### src/rtl/lpu8_pkg.sv
package lpu8_pkg;

    localparam int QUEUE_DEPTH = 2;
    localparam int QPTR_W      = (QUEUE_DEPTH > 1) ? $clog2(QUEUE_DEPTH) : 1;
    localparam int QCNT_W      = $clog2(QUEUE_DEPTH + 1);

    localparam logic [1:0] ST_OK        = 2'd0;
    localparam logic [1:0] ST_MALFORMED = 2'd1;
    localparam logic [1:0] ST_OVERSIZED = 2'd2;
    localparam logic [1:0] ST_INVALID   = 2'd3;

    localparam logic [31:0] MAX_LENGTH_RESET = 32'hFFFF_FFFF;

    typedef enum logic [1:0] {
        PH_PREFIX  = 2'd0,
        PH_STRING  = 2'd1,
        PH_DISCARD = 2'd2
    } phase_t;

    // Constraint on the next continuation byte
    typedef enum logic [2:0] {
        LC_NONE     = 3'd0,
        LC_ANY      = 3'd1,
        LC_MIN_A0   = 3'd2,
        LC_BELOW_A0 = 3'd3,
        LC_MIN_90   = 3'd4,
        LC_MAX_8F   = 3'd5
    } lead_class_t;

    typedef enum logic [3:0] {
        BC_ASCII    = 4'd0,
        BC_CONT_LO  = 4'd1,  // 0x80..0x8F
        BC_CONT_MID = 4'd2,  // 0x90..0x9F
        BC_CONT_HI  = 4'd3,  // 0xA0..0xBF
        BC_LEAD2    = 4'd4,
        BC_LEAD3_E0 = 4'd5,
        BC_LEAD3_ED = 4'd6,
        BC_LEAD3    = 4'd7,
        BC_LEAD4_F0 = 4'd8,
        BC_LEAD4_F4 = 4'd9,
        BC_LEAD4    = 4'd10,
        BC_INVALID  = 4'd11
    } byte_class_t;

    typedef struct packed {
        logic [7:0]  data_byte;
        logic        buffer_last;
        byte_class_t byte_class;
    } front_item_t;

    typedef struct packed {
        logic [1:0]  status;
        logic [31:0] string_length;
    } result_t;

    typedef struct packed {
        logic take;
        logic res_push;
    } back_status_t;

    function automatic byte_class_t classify(input logic [7:0] b);
        byte_class_t c;
        if (b <= 8'h7F)
            c = BC_ASCII;
        else if ((b & 8'hC0) == 8'h80)
            c = (b < 8'h90) ? BC_CONT_LO : (b < 8'hA0) ? BC_CONT_MID : BC_CONT_HI;
        else if (b >= 8'hC2 && b <= 8'hDF)
            c = BC_LEAD2;
        else if (b == 8'hE0)
            c = BC_LEAD3_E0;
        else if (b == 8'hED)
            c = BC_LEAD3_ED;
        else if (b >= 8'hE0 && b <= 8'hEF)
            c = BC_LEAD3;
        else if (b == 8'hF0)
            c = BC_LEAD4_F0;
        else if (b == 8'hF4)
            c = BC_LEAD4_F4;
        else if (b >= 8'hF0 && b <= 8'hF4)
            c = BC_LEAD4;
        else
            c = BC_INVALID;
        return c;
    endfunction

endpackage

### src/rtl/lpu8_back.sv
module lpu8_back
    import lpu8_pkg::*;
(
    input  logic         clk,
    input  logic         rst_n,
    input  logic         max_length_we,
    input  logic [31:0]  max_length_wdata,
    input  logic         item_valid,
    input  front_item_t  item,
    output back_status_t back_status,
    output logic         empty,
    input  logic         pop,
    output logic [1:0]   status,
    output logic [31:0]  string_length
);

    logic [31:0]       max_length_reg;
    phase_t            phase_reg, phase_next;
    logic [1:0]        prefix_count_reg, prefix_count_next;
    logic [31:0]       length_accum_reg, length_accum_next;
    logic [31:0]       bytes_left_reg, bytes_left_next;
    logic [1:0]        cont_needed_reg, cont_needed_next;
    lead_class_t       lead_class_reg, lead_class_next;
    logic              utf8_bad_reg, utf8_bad_next;

    logic [1:0]        chk_cont;
    lead_class_t       chk_lead;
    logic              chk_bad;
    logic              cont_ok;
    logic [31:0]       accum_new;
    logic              string_done;
    logic              string_bad;

    logic              take;
    logic              res_push;
    result_t           res_data;

    result_t           res_reg [QUEUE_DEPTH];
    logic [QPTR_W-1:0] wr_ptr_reg, wr_ptr_next;
    logic [QPTR_W-1:0] rd_ptr_reg, rd_ptr_next;
    logic [QCNT_W-1:0] res_count_reg, res_count_next;
    logic              rd_en;

    assign take        = item_valid && (res_count_reg != QCNT_W'(QUEUE_DEPTH));
    assign back_status = '{take: take, res_push: res_push};

    assign accum_new   = length_accum_reg
                         | ({24'd0, item.data_byte} << {prefix_count_reg, 3'b000});
    assign string_done = (bytes_left_reg == 32'd1);
    assign string_bad  = chk_bad || (chk_cont != 2'd0);

    // Continuation byte against the constraint left by its lead byte
    always_comb
    begin
        case (lead_class_reg)
            LC_MIN_A0:   cont_ok = (item.byte_class == BC_CONT_HI);
            LC_BELOW_A0: cont_ok = (item.byte_class == BC_CONT_LO)
                                   || (item.byte_class == BC_CONT_MID);
            LC_MIN_90:   cont_ok = (item.byte_class == BC_CONT_MID)
                                   || (item.byte_class == BC_CONT_HI);
            LC_MAX_8F:   cont_ok = (item.byte_class == BC_CONT_LO);
            default:     cont_ok = (item.byte_class == BC_CONT_LO)
                                   || (item.byte_class == BC_CONT_MID)
                                   || (item.byte_class == BC_CONT_HI);
        endcase
    end

    always_comb
    begin
        chk_cont = cont_needed_reg;
        chk_lead = lead_class_reg;
        chk_bad  = utf8_bad_reg;
        if (!utf8_bad_reg)
        begin
            if (cont_needed_reg != 2'd0)
            begin
                if (!cont_ok)
                begin
                    chk_bad = 1'b1;
                end
                else
                begin
                    chk_cont = cont_needed_reg - 2'd1;
                    chk_lead = (cont_needed_reg == 2'd1) ? LC_NONE : LC_ANY;
                end
            end
            else
            begin
                case (item.byte_class)
                    BC_ASCII:    ;
                    BC_LEAD2:    begin chk_cont = 2'd1; chk_lead = LC_ANY;      end
                    BC_LEAD3_E0: begin chk_cont = 2'd2; chk_lead = LC_MIN_A0;   end
                    BC_LEAD3_ED: begin chk_cont = 2'd2; chk_lead = LC_BELOW_A0; end
                    BC_LEAD3:    begin chk_cont = 2'd2; chk_lead = LC_ANY;      end
                    BC_LEAD4_F0: begin chk_cont = 2'd3; chk_lead = LC_MIN_90;   end
                    BC_LEAD4_F4: begin chk_cont = 2'd3; chk_lead = LC_MAX_8F;   end
                    BC_LEAD4:    begin chk_cont = 2'd3; chk_lead = LC_ANY;      end
                    default:     chk_bad = 1'b1;
                endcase
            end
        end
    end

    // Next state
    always_comb
    begin
        phase_next        = phase_reg;
        prefix_count_next = prefix_count_reg;
        length_accum_next = length_accum_reg;
        bytes_left_next   = bytes_left_reg;
        cont_needed_next  = cont_needed_reg;
        lead_class_next   = lead_class_reg;
        utf8_bad_next     = utf8_bad_reg;
        if (take)
        begin
            case (phase_reg)
                PH_DISCARD:
                begin
                    if (item.buffer_last)
                    begin
                        phase_next        = PH_PREFIX;
                        prefix_count_next = 2'd0;
                        length_accum_next = '0;
                        bytes_left_next   = '0;
                        cont_needed_next  = 2'd0;
                        lead_class_next   = LC_NONE;
                        utf8_bad_next     = 1'b0;
                    end
                end
                PH_STRING:
                begin
                    if (string_done || item.buffer_last)
                    begin
                        phase_next        = (string_done && string_bad && !item.buffer_last)
                                            ? PH_DISCARD : PH_PREFIX;
                        prefix_count_next = 2'd0;
                        length_accum_next = '0;
                        bytes_left_next   = '0;
                        cont_needed_next  = 2'd0;
                        lead_class_next   = LC_NONE;
                        utf8_bad_next     = 1'b0;
                    end
                    else
                    begin
                        bytes_left_next  = bytes_left_reg - 32'd1;
                        cont_needed_next = chk_cont;
                        lead_class_next  = chk_lead;
                        utf8_bad_next    = chk_bad;
                    end
                end
                default:
                begin
                    phase_next        = PH_PREFIX;
                    prefix_count_next = prefix_count_reg + 2'd1;
                    length_accum_next = accum_new;
                    if (item.buffer_last || (prefix_count_reg == 2'd3 &&
                        (accum_new > max_length_reg || accum_new == 32'd0)))
                    begin
                        if (prefix_count_reg == 2'd3 && accum_new > max_length_reg
                            && !item.buffer_last)
                        begin
                            phase_next = PH_DISCARD;
                        end
                        prefix_count_next = 2'd0;
                        length_accum_next = '0;
                        bytes_left_next   = '0;
                        cont_needed_next  = 2'd0;
                        lead_class_next   = LC_NONE;
                        utf8_bad_next     = 1'b0;
                    end
                    else if (prefix_count_reg == 2'd3)
                    begin
                        phase_next       = PH_STRING;
                        bytes_left_next  = accum_new;
                        cont_needed_next = 2'd0;
                        lead_class_next  = LC_NONE;
                        utf8_bad_next    = 1'b0;
                    end
                end
            endcase
        end
    end

    // Result generation
    always_comb
    begin
        res_push = 1'b0;
        res_data = '{status: ST_OK, string_length: '0};
        if (take)
        begin
            case (phase_reg)
                PH_DISCARD: ;
                PH_STRING:
                begin
                    if (string_done)
                    begin
                        res_push = 1'b1;
                        res_data = '{status: string_bad ? ST_INVALID : ST_OK,
                                     string_length: length_accum_reg};
                    end
                    else if (item.buffer_last)
                    begin
                        res_push = 1'b1;
                        res_data = '{status: ST_MALFORMED, string_length: length_accum_reg};
                    end
                end
                default:
                begin
                    if (prefix_count_reg != 2'd3)
                    begin
                        if (item.buffer_last)
                        begin
                            res_push = 1'b1;
                            res_data = '{status: ST_MALFORMED, string_length: '0};
                        end
                    end
                    else if (accum_new > max_length_reg)
                    begin
                        res_push = 1'b1;
                        res_data = '{status: ST_OVERSIZED, string_length: accum_new};
                    end
                    else if (accum_new == 32'd0)
                    begin
                        res_push = 1'b1;
                        res_data = '{status: ST_OK, string_length: '0};
                    end
                    else if (item.buffer_last)
                    begin
                        res_push = 1'b1;
                        res_data = '{status: ST_MALFORMED, string_length: accum_new};
                    end
                end
            endcase
        end
    end

    always_ff @(posedge clk or negedge rst_n)
    begin
        if (!rst_n)
        begin
            max_length_reg   <= MAX_LENGTH_RESET;
            phase_reg        <= PH_PREFIX;
            prefix_count_reg <= 2'd0;
            length_accum_reg <= '0;
            bytes_left_reg   <= '0;
            cont_needed_reg  <= 2'd0;
            lead_class_reg   <= LC_NONE;
            utf8_bad_reg     <= 1'b0;
        end
        else
        begin
            if (max_length_we)
            begin
                max_length_reg <= max_length_wdata;
            end
            phase_reg        <= phase_next;
            prefix_count_reg <= prefix_count_next;
            length_accum_reg <= length_accum_next;
            bytes_left_reg   <= bytes_left_next;
            cont_needed_reg  <= cont_needed_next;
            lead_class_reg   <= lead_class_next;
            utf8_bad_reg     <= utf8_bad_next;
        end
    end

    // Result queue: holds finished transactions while the consumer stalls
    assign empty         = (res_count_reg == '0);
    assign status        = res_reg[rd_ptr_reg].status;
    assign string_length = res_reg[rd_ptr_reg].string_length;
    assign rd_en         = pop && !empty;

    always_comb
    begin
        wr_ptr_next    = wr_ptr_reg;
        rd_ptr_next    = rd_ptr_reg;
        res_count_next = res_count_reg;
        if (res_push)
        begin
            wr_ptr_next = (wr_ptr_reg == QPTR_W'(QUEUE_DEPTH - 1)) ? '0 : wr_ptr_reg + 1'b1;
        end
        if (rd_en)
        begin
            rd_ptr_next = (rd_ptr_reg == QPTR_W'(QUEUE_DEPTH - 1)) ? '0 : rd_ptr_reg + 1'b1;
        end
        if (res_push && !rd_en)
        begin
            res_count_next = res_count_reg + 1'b1;
        end
        else if (rd_en && !res_push)
        begin
            res_count_next = res_count_reg - 1'b1;
        end
    end

    always_ff @(posedge clk or negedge rst_n)
    begin
        if (!rst_n)
        begin
            wr_ptr_reg    <= '0;
            rd_ptr_reg    <= '0;
            res_count_reg <= '0;
        end
        else
        begin
            wr_ptr_reg    <= wr_ptr_next;
            rd_ptr_reg    <= rd_ptr_next;
            res_count_reg <= res_count_next;
        end
    end

    always_ff @(posedge clk)
    begin
        if (res_push)
        begin
            res_reg[wr_ptr_reg] <= res_data;
        end
    end

endmodule

### config.mk
export PLATFORM = sky130hd
export DESIGN_NAME = lpu8_back
export DESIGN_NICKNAME = d
export VERILOG_FILES = /design/src/rtl/lpu8_pkg.sv /design/src/rtl/lpu8_back.sv
export SDC_FILE = /design/constraint.sdc
export NUM_CORES = 1
export LEC_CHECK = 0
export BUFFER_PORTS_ARGS = -buffer_cell sky130_fd_sc_hd__buf_2
export CELL_PAD_IN_SITES_DETAIL_PLACEMENT = 1
export CELL_PAD_IN_SITES_GLOBAL_PLACEMENT = 2
export CORE_MARGIN = 2
export CORE_UTILIZATION = 38
export CTS_CLUSTER_DIAMETER = 50
export DETAILED_ROUTE_END_ITERATION = 12
export HOLD_SLACK_MARGIN = 0.08
export PLACE_DENSITY = 0.9
export SYNTH_ARGS = -nofsm -noshare
export SYNTH_HDL_FRONTEND = slang
export SYNTH_SLANG_ARGS = --single-unit
### constraint.sdc
create_clock -name clk -period 5.7 [get_ports clk]
set_input_delay 0.285 -clock clk [delete_from_list [all_inputs] [get_ports clk]]
set_output_delay 0.285 -clock clk [all_outputs]
set_load 0.005 [all_outputs]
Word-level counts from Yosys, hierarchy flattened --
Memories as Yosys holds them, arrays and structs flattened. Cells that the tools add are included.
Storage, ports and cells: register bits after elaboration 110, memory bits (writable) 68, input port bits 50, output and inout port bits 37, logic and storage cells 151, memories 1
Cells by class: add/subtract/negate cells 7, magnitude comparators 1, equality and inequality tests 26, shift operators 1, muxes and demuxes 69, bitwise logic cells 1, reductions and logical operators 34
Memory list:
- res_reg | depth 2, width 34, read ports 1, clocked after Yosys merged registers in 0, write ports 1, RTL line lpu8_back.sv:38 | result_t res_reg [QUEUE_DEPTH];
Operators with widths (count):
- $mux W32 | 6
- $mux W34 | 4
- $mux W33 | 4
- $pmux W32 S2 | 2
- $pmux W34 S2 | 1
- $eq A32 B1 Y1 const B | 1
- $gt A32 B32 Y1 | 1
- $logic_not A32 Y1 | 1
- $mux W2 | 16
- $or A32 B32 Y32 | 1
- $shl A8 B5 Y32 | 1
- $sub A32 B1 Y32 const B | 1
- $mux W3 | 7
- $mux W1 | 20
- $eq A4 B3 Y1 const B | 4
- $pmux W3 S5 | 1
- $eq A4 B4 Y1 const B | 3
- $pmux W2 S2 | 3
- $logic_and A1 B1 Y1 | 9
- $reduce_or A3 Y1 | 3
- $eq A4 B2 Y1 const B | 2
- $ne A2 B2 Y1 const B | 4
- $ne A8 B4 Y1 const B | 1
- $reduce_or A8 Y1 | 1
- 22 further kinds | 42

Logic depth before layout (Yosys ltp) --
depth after elaboration 14, depth in mapped cells 16, depth with buffers taken out 14

Least setup slack after synthesis --
No wires, ideal clock.
path kind register -> register, start point register prefix_count_reg[0], end point memory res_reg[0][0] (netlist bit) (enable), library setup time 0.429 ns, data arrival time 4.261 ns, required time 5.271 ns, slack 1.010 ns, cell stages (with the launch flop) 14, path buffers 2, clock period less this slack 4.690 ns, path through dfrtp_1 clkbuf_1 and2_1 clkbuf_1 a21oi_1 inv_1 ha_1 nand4_1 nor4_1 nand2b_1 a31oi_1 o31ai_4 a21oi_2 nor2b_1
Between the ends: cells in the longest elaborated chain, start to end 10, elaborated cells between the ends (all ways) 12, those cells by class order compare (1); eq/ne (1); shift (1); mux (7); bitwise (1); reduce/logical (1)
Ends and longest elaborated chain:
- from (decl) | RTL line lpu8_back.sv:19 | logic [1:0] prefix_count_reg, prefix_count_next;
- from (signal assigned) | RTL line lpu8_back.sv:257 | prefix_count_reg <= prefix_count_next;
- parallel branches: the longest is 5 deep, another holds $gt A32 B32 Y1
- $mux W1 (*) | RTL line lpu8_back.sv:209 | if (prefix_count_reg != 2'd3)
- $pmux W1 S2 (*) | RTL line lpu8_back.sv:191 | case (phase_reg)
- $mux W1 (*) | RTL line lpu8_back.sv:189 | if (take)
- net res_push | RTL line lpu8_back.sv:35 | logic res_push;
- $mux W1 (*) | RTL line lpu8_back.sv:313 | if (res_push)
- $mux W1 (implied by the code) (*) | RTL line lpu8_back.sv:315 | res_reg[wr_ptr_reg] <= res_data;
- to (decl) | RTL line lpu8_back.sv:38
Mark *: on every way through the listed nets, which the timed path passes.

Final worst setup path --
start point register prefix_count_reg[1], end point memory res_reg[0][16] (netlist bit) (enable)
Between the ends: cells in the longest elaborated chain, start to end 10, elaborated cells between the ends (all ways) 12, those cells by class order compare (1); eq/ne (1); shift (1); mux (7); bitwise (1); reduce/logical (1)
Ends and longest elaborated chain (RTL line):
- parallel branches: the longest is 5 deep, another holds $gt A32 B32 Y1
- $mux W1 (*) | lpu8_back.sv:209
- $pmux W1 S2 (*) | lpu8_back.sv:191
- $mux W1 (*) | lpu8_back.sv:189
- $mux W1 (*) | lpu8_back.sv:313
- $mux W1 (implied by the code) (*) | lpu8_back.sv:315
Mark *: on every way between the ends.

==> key figures <==
Outcome
  – Run status: completed

Clock network
  – CTS Sinks: 178
  – Clock transition at the registers of the reported paths: 80 ps
  – Longest Clk Path Bufs: 2
  – CTS Root Cell: clkbuf_16
  – TritonCTS clock tree: yes
  – H-tree depth: 4
  – Cts bufs inserted: 17
  – Worst skew pair latency: 440 ps

Timing
  – Worst hold slack: 209 ps
  – Worst setup margin: 1190 ps
  – Post-Route Setup TNS: 0 ps
  – Final Hold Viols: 0
  – Worst Skew: 14.5 ps
  – Highest clock rate: 222 MHz
  – Setup violators final: 0
  – Max-slew violations: 0
  – RSZ-0062 raised after global routing: no
  – Max_slew headroom: 30.6%
  – Fin crit period: 4510 ps
  – Slew @ Worst Pin: 1040 ps
  – Fin crit share: 79.1%

Worst hold path
  – HP Class: input port to register

Setup path
  – Crit path DAT: 4600 ps
  – WP data required: 5790 ps
  – CP endpoint kind: register
  – Critical Path Source Type: register
  – Reg-to-reg slack, setup: 1190 ps
  – Crit path max fanout: 34
  – Worst Setup Path Type: register to register

Finish
  – Nets: 1,187
  – Multi-input gate area: 4280 um^2
  – Storage cell area: 4830 um^2
  – # diodes: 0
  – Commonest non-fill, non-tap cell in the layout: nand2_1
  – Commonest cells after routing, fill and taps aside: nand2_1, o21ai_0, inv_1, buf_2, dfrtp_1
  – Fillers: 2,862
  – P&R area growth vs syn: 17.1%
  – Share of cells above drive strength 1: 20.2%
  – Max FFs per register: 68

Place
  – IO buf count: 86
  – Final Wtd Congestion: 0.862
  – Worst Setup Slack post-DPL: 1190 ps
  – DP HPWL: 20,700 um

Floorplanning
  – DIE AREA: 26,800 um^2
  – Die width: 164 um
  – Die H: 164 um
  – I/O pin count: 87
  – Core area: 25,100 um^2
  – Rows: 58
  – Starting Density: 38.6%

Global routing
  – Largest net degree at the start of global routing: 78
  – First-pass GRT wire length: 46,000 um
  – Congestion Overflow GR: 0
  – GRT Total Usage: 22.4%
  – Initial antenna violation count: 0
  – Vias in the first global route: 8,109

Detailed routing
  – Vias: 8,161
  – DR iter-0 viols: 605
  – Antenna viol nets, final: 0
  – Vias per inst: 5.67
  – Drt pass-1 iters: 5
  – Drt drc: 0
  – DR WL/cell: 20.2 um
  – Final wirelength: 29,100 um

Pwr
  – P_leak: 4.82 nW
  – Max VDD drop: 0.000167 V
  – PD cells: 437 nW/um^2
  – Power after layout: 4.96 mW

Synth
  – Syn Inst Count: 1,002
  – Register area share after synthesis: 49.9%
  – Yosys cell types: 69
  – Asr flop ratio synth: 61.8%
  – Yosys reg bits: 178
  – EDFF count, synth: 68
  – Synth Warn #: 0
  – Mapped Nets: 1,092
  – Mapped cell area: 9700 um^2
  – Avg Cell Area, Syn: 9.68 um^2
  – Top_reg_cell synth: dfrtp_1

Flow run
  – Max cap viols: 0
final cells by class:
| type | instances | area share (%) |
|---|---|---|
| inverters | 85 | 2.81 |
| repair buffers | 137 | 7.91 |
| clock buffers | 17 | 3.75 |
| flip-flops and latches | 178 | 42.6 |
| multi-input cells | 678 | 37.7 |
| well taps | 330 | 3.64 |
| clock inverters | 15 | 1.63 |
cells by family after synthesis:
kind of cell,share of synthesized area (%)
AND/OR/NAND/NOR,15.0
AO/OA/AOI/OAI,18.7
buffers and inverters,6.12
flip-flops,49.9
adder cells (fa/ha/maj),5.16
XOR/XNOR,0.542
multiplexers,4.62
timing repair:
item | 4_1_cts | 5_1_grt
hold buffers | 33 | 0
gates resized for setup | 0 | 0
buffers inserted | 0 | 0
hold endpoints to repair | 54 | 0
metal layers:
| layer | vias up | share of wire (%) | GRT usage [%] |
|---|---|---|---|
| met4 | 0 | 0.98 | 5.50 |
| met5 | - | 0 | 0 |
| met3 | 17 | 6.2 | 4.29 |
| met2 | 229 | 46 | 35.0 |
| li1 | 3830 | - | - |
| met1 | 4085 | 47 | 32.0 |
per-stage QoR:
stage	util (%)	cell area (um^2)	cells
floorplan	-	9700	1002
global placement	41.5	10400	1375
detailed placement	41.5	10400	1375
CTS	45.2	11400	1440
global route	45.2	11400	1440
finish	45.2	11400	1440
path summary, 6_finish.rpt:
kind | start | end | depth (start not counted)
worst min-delay path | pop | rd_ptr_reg | 3
max in group asynchronous | rst_n | prefix_count_reg[0] | 3
worst max-delay path | prefix_count_reg[1] | res_reg[0][16] | 13
min in group asynchronous | rst_n | length_accum_reg[13] | 2
worst max register to register | prefix_count_reg[1] | res_reg[0][16] | 13
worst min register to register | wr_ptr_reg | wr_ptr_reg | 1
power by group:
part	internal [mW]	total, mW	switching [mW]
Clock	0.598	1.21	0.608
Sequential	1.58	1.78	0.200
Combinational	0.725	1.98	1.25
cells in the mapped netlist (all sizes together), types with 3 or more instances:
| library cell | count | area (um^2) |
|---|---|---|
| nand2 | 125 | 477 |
| o21ai | 120 | 601 |
| inv | 85 | 319 |
| dfrtp | 78 | 1950 |
| a21oi | 77 | 389 |
| edfxtp | 68 | 2040 |
| clkbuf | 45 | 171 |
| nor2 | 41 | 154 |
| o31ai | 41 | 322 |
| ha | 40 | 500 |
| mux2 | 38 | 428 |
| dfstp | 32 | 841 |
| nor4 | 27 | 175 |
| nor3 | 25 | 136 |
| buf | 16 | 103 |
| nand3 | 13 | 65.1 |
| or3 | 11 | 68.8 |
| nand4 | 10 | 62.6 |
| or4 | 9 | 75.1 |
| a22oi | 8 | 60.1 |
| o221ai | 8 | 70.1 |
| nor2b | 7 | 43.8 |
| a31oi | 6 | 37.5 |
| nand2b | 5 | 31.3 |
| nor4b | 5 | 43.8 |
| and2 | 4 | 26.3 |
| o211ai | 4 | 30.0 |
| xnor2 | 4 | 35.0 |
| a2111oi | 3 | 26.3 |
| a211oi | 3 | 22.5 |
| a21o | 3 | 22.5 |
| nand3b | 3 | 22.5 |
| nand4b | 3 | 26.3 |
| o22ai | 3 | 18.8 |
worst max-delay path: stages (launching register included):
cell	delay [ps]
dfrtp_1	560
nor2b_1	730
a21oi_1	410
inv_1	140
ha_1	180
nand4_1	130
nor4_1	390
nand2b_1	100
a31oi_1	340
o31ai_4	120
buf_4	190
a21oi_2	250
nor2b_2	180
buf_4	390
No activity file was read; power rests on OpenSTA's default activity.
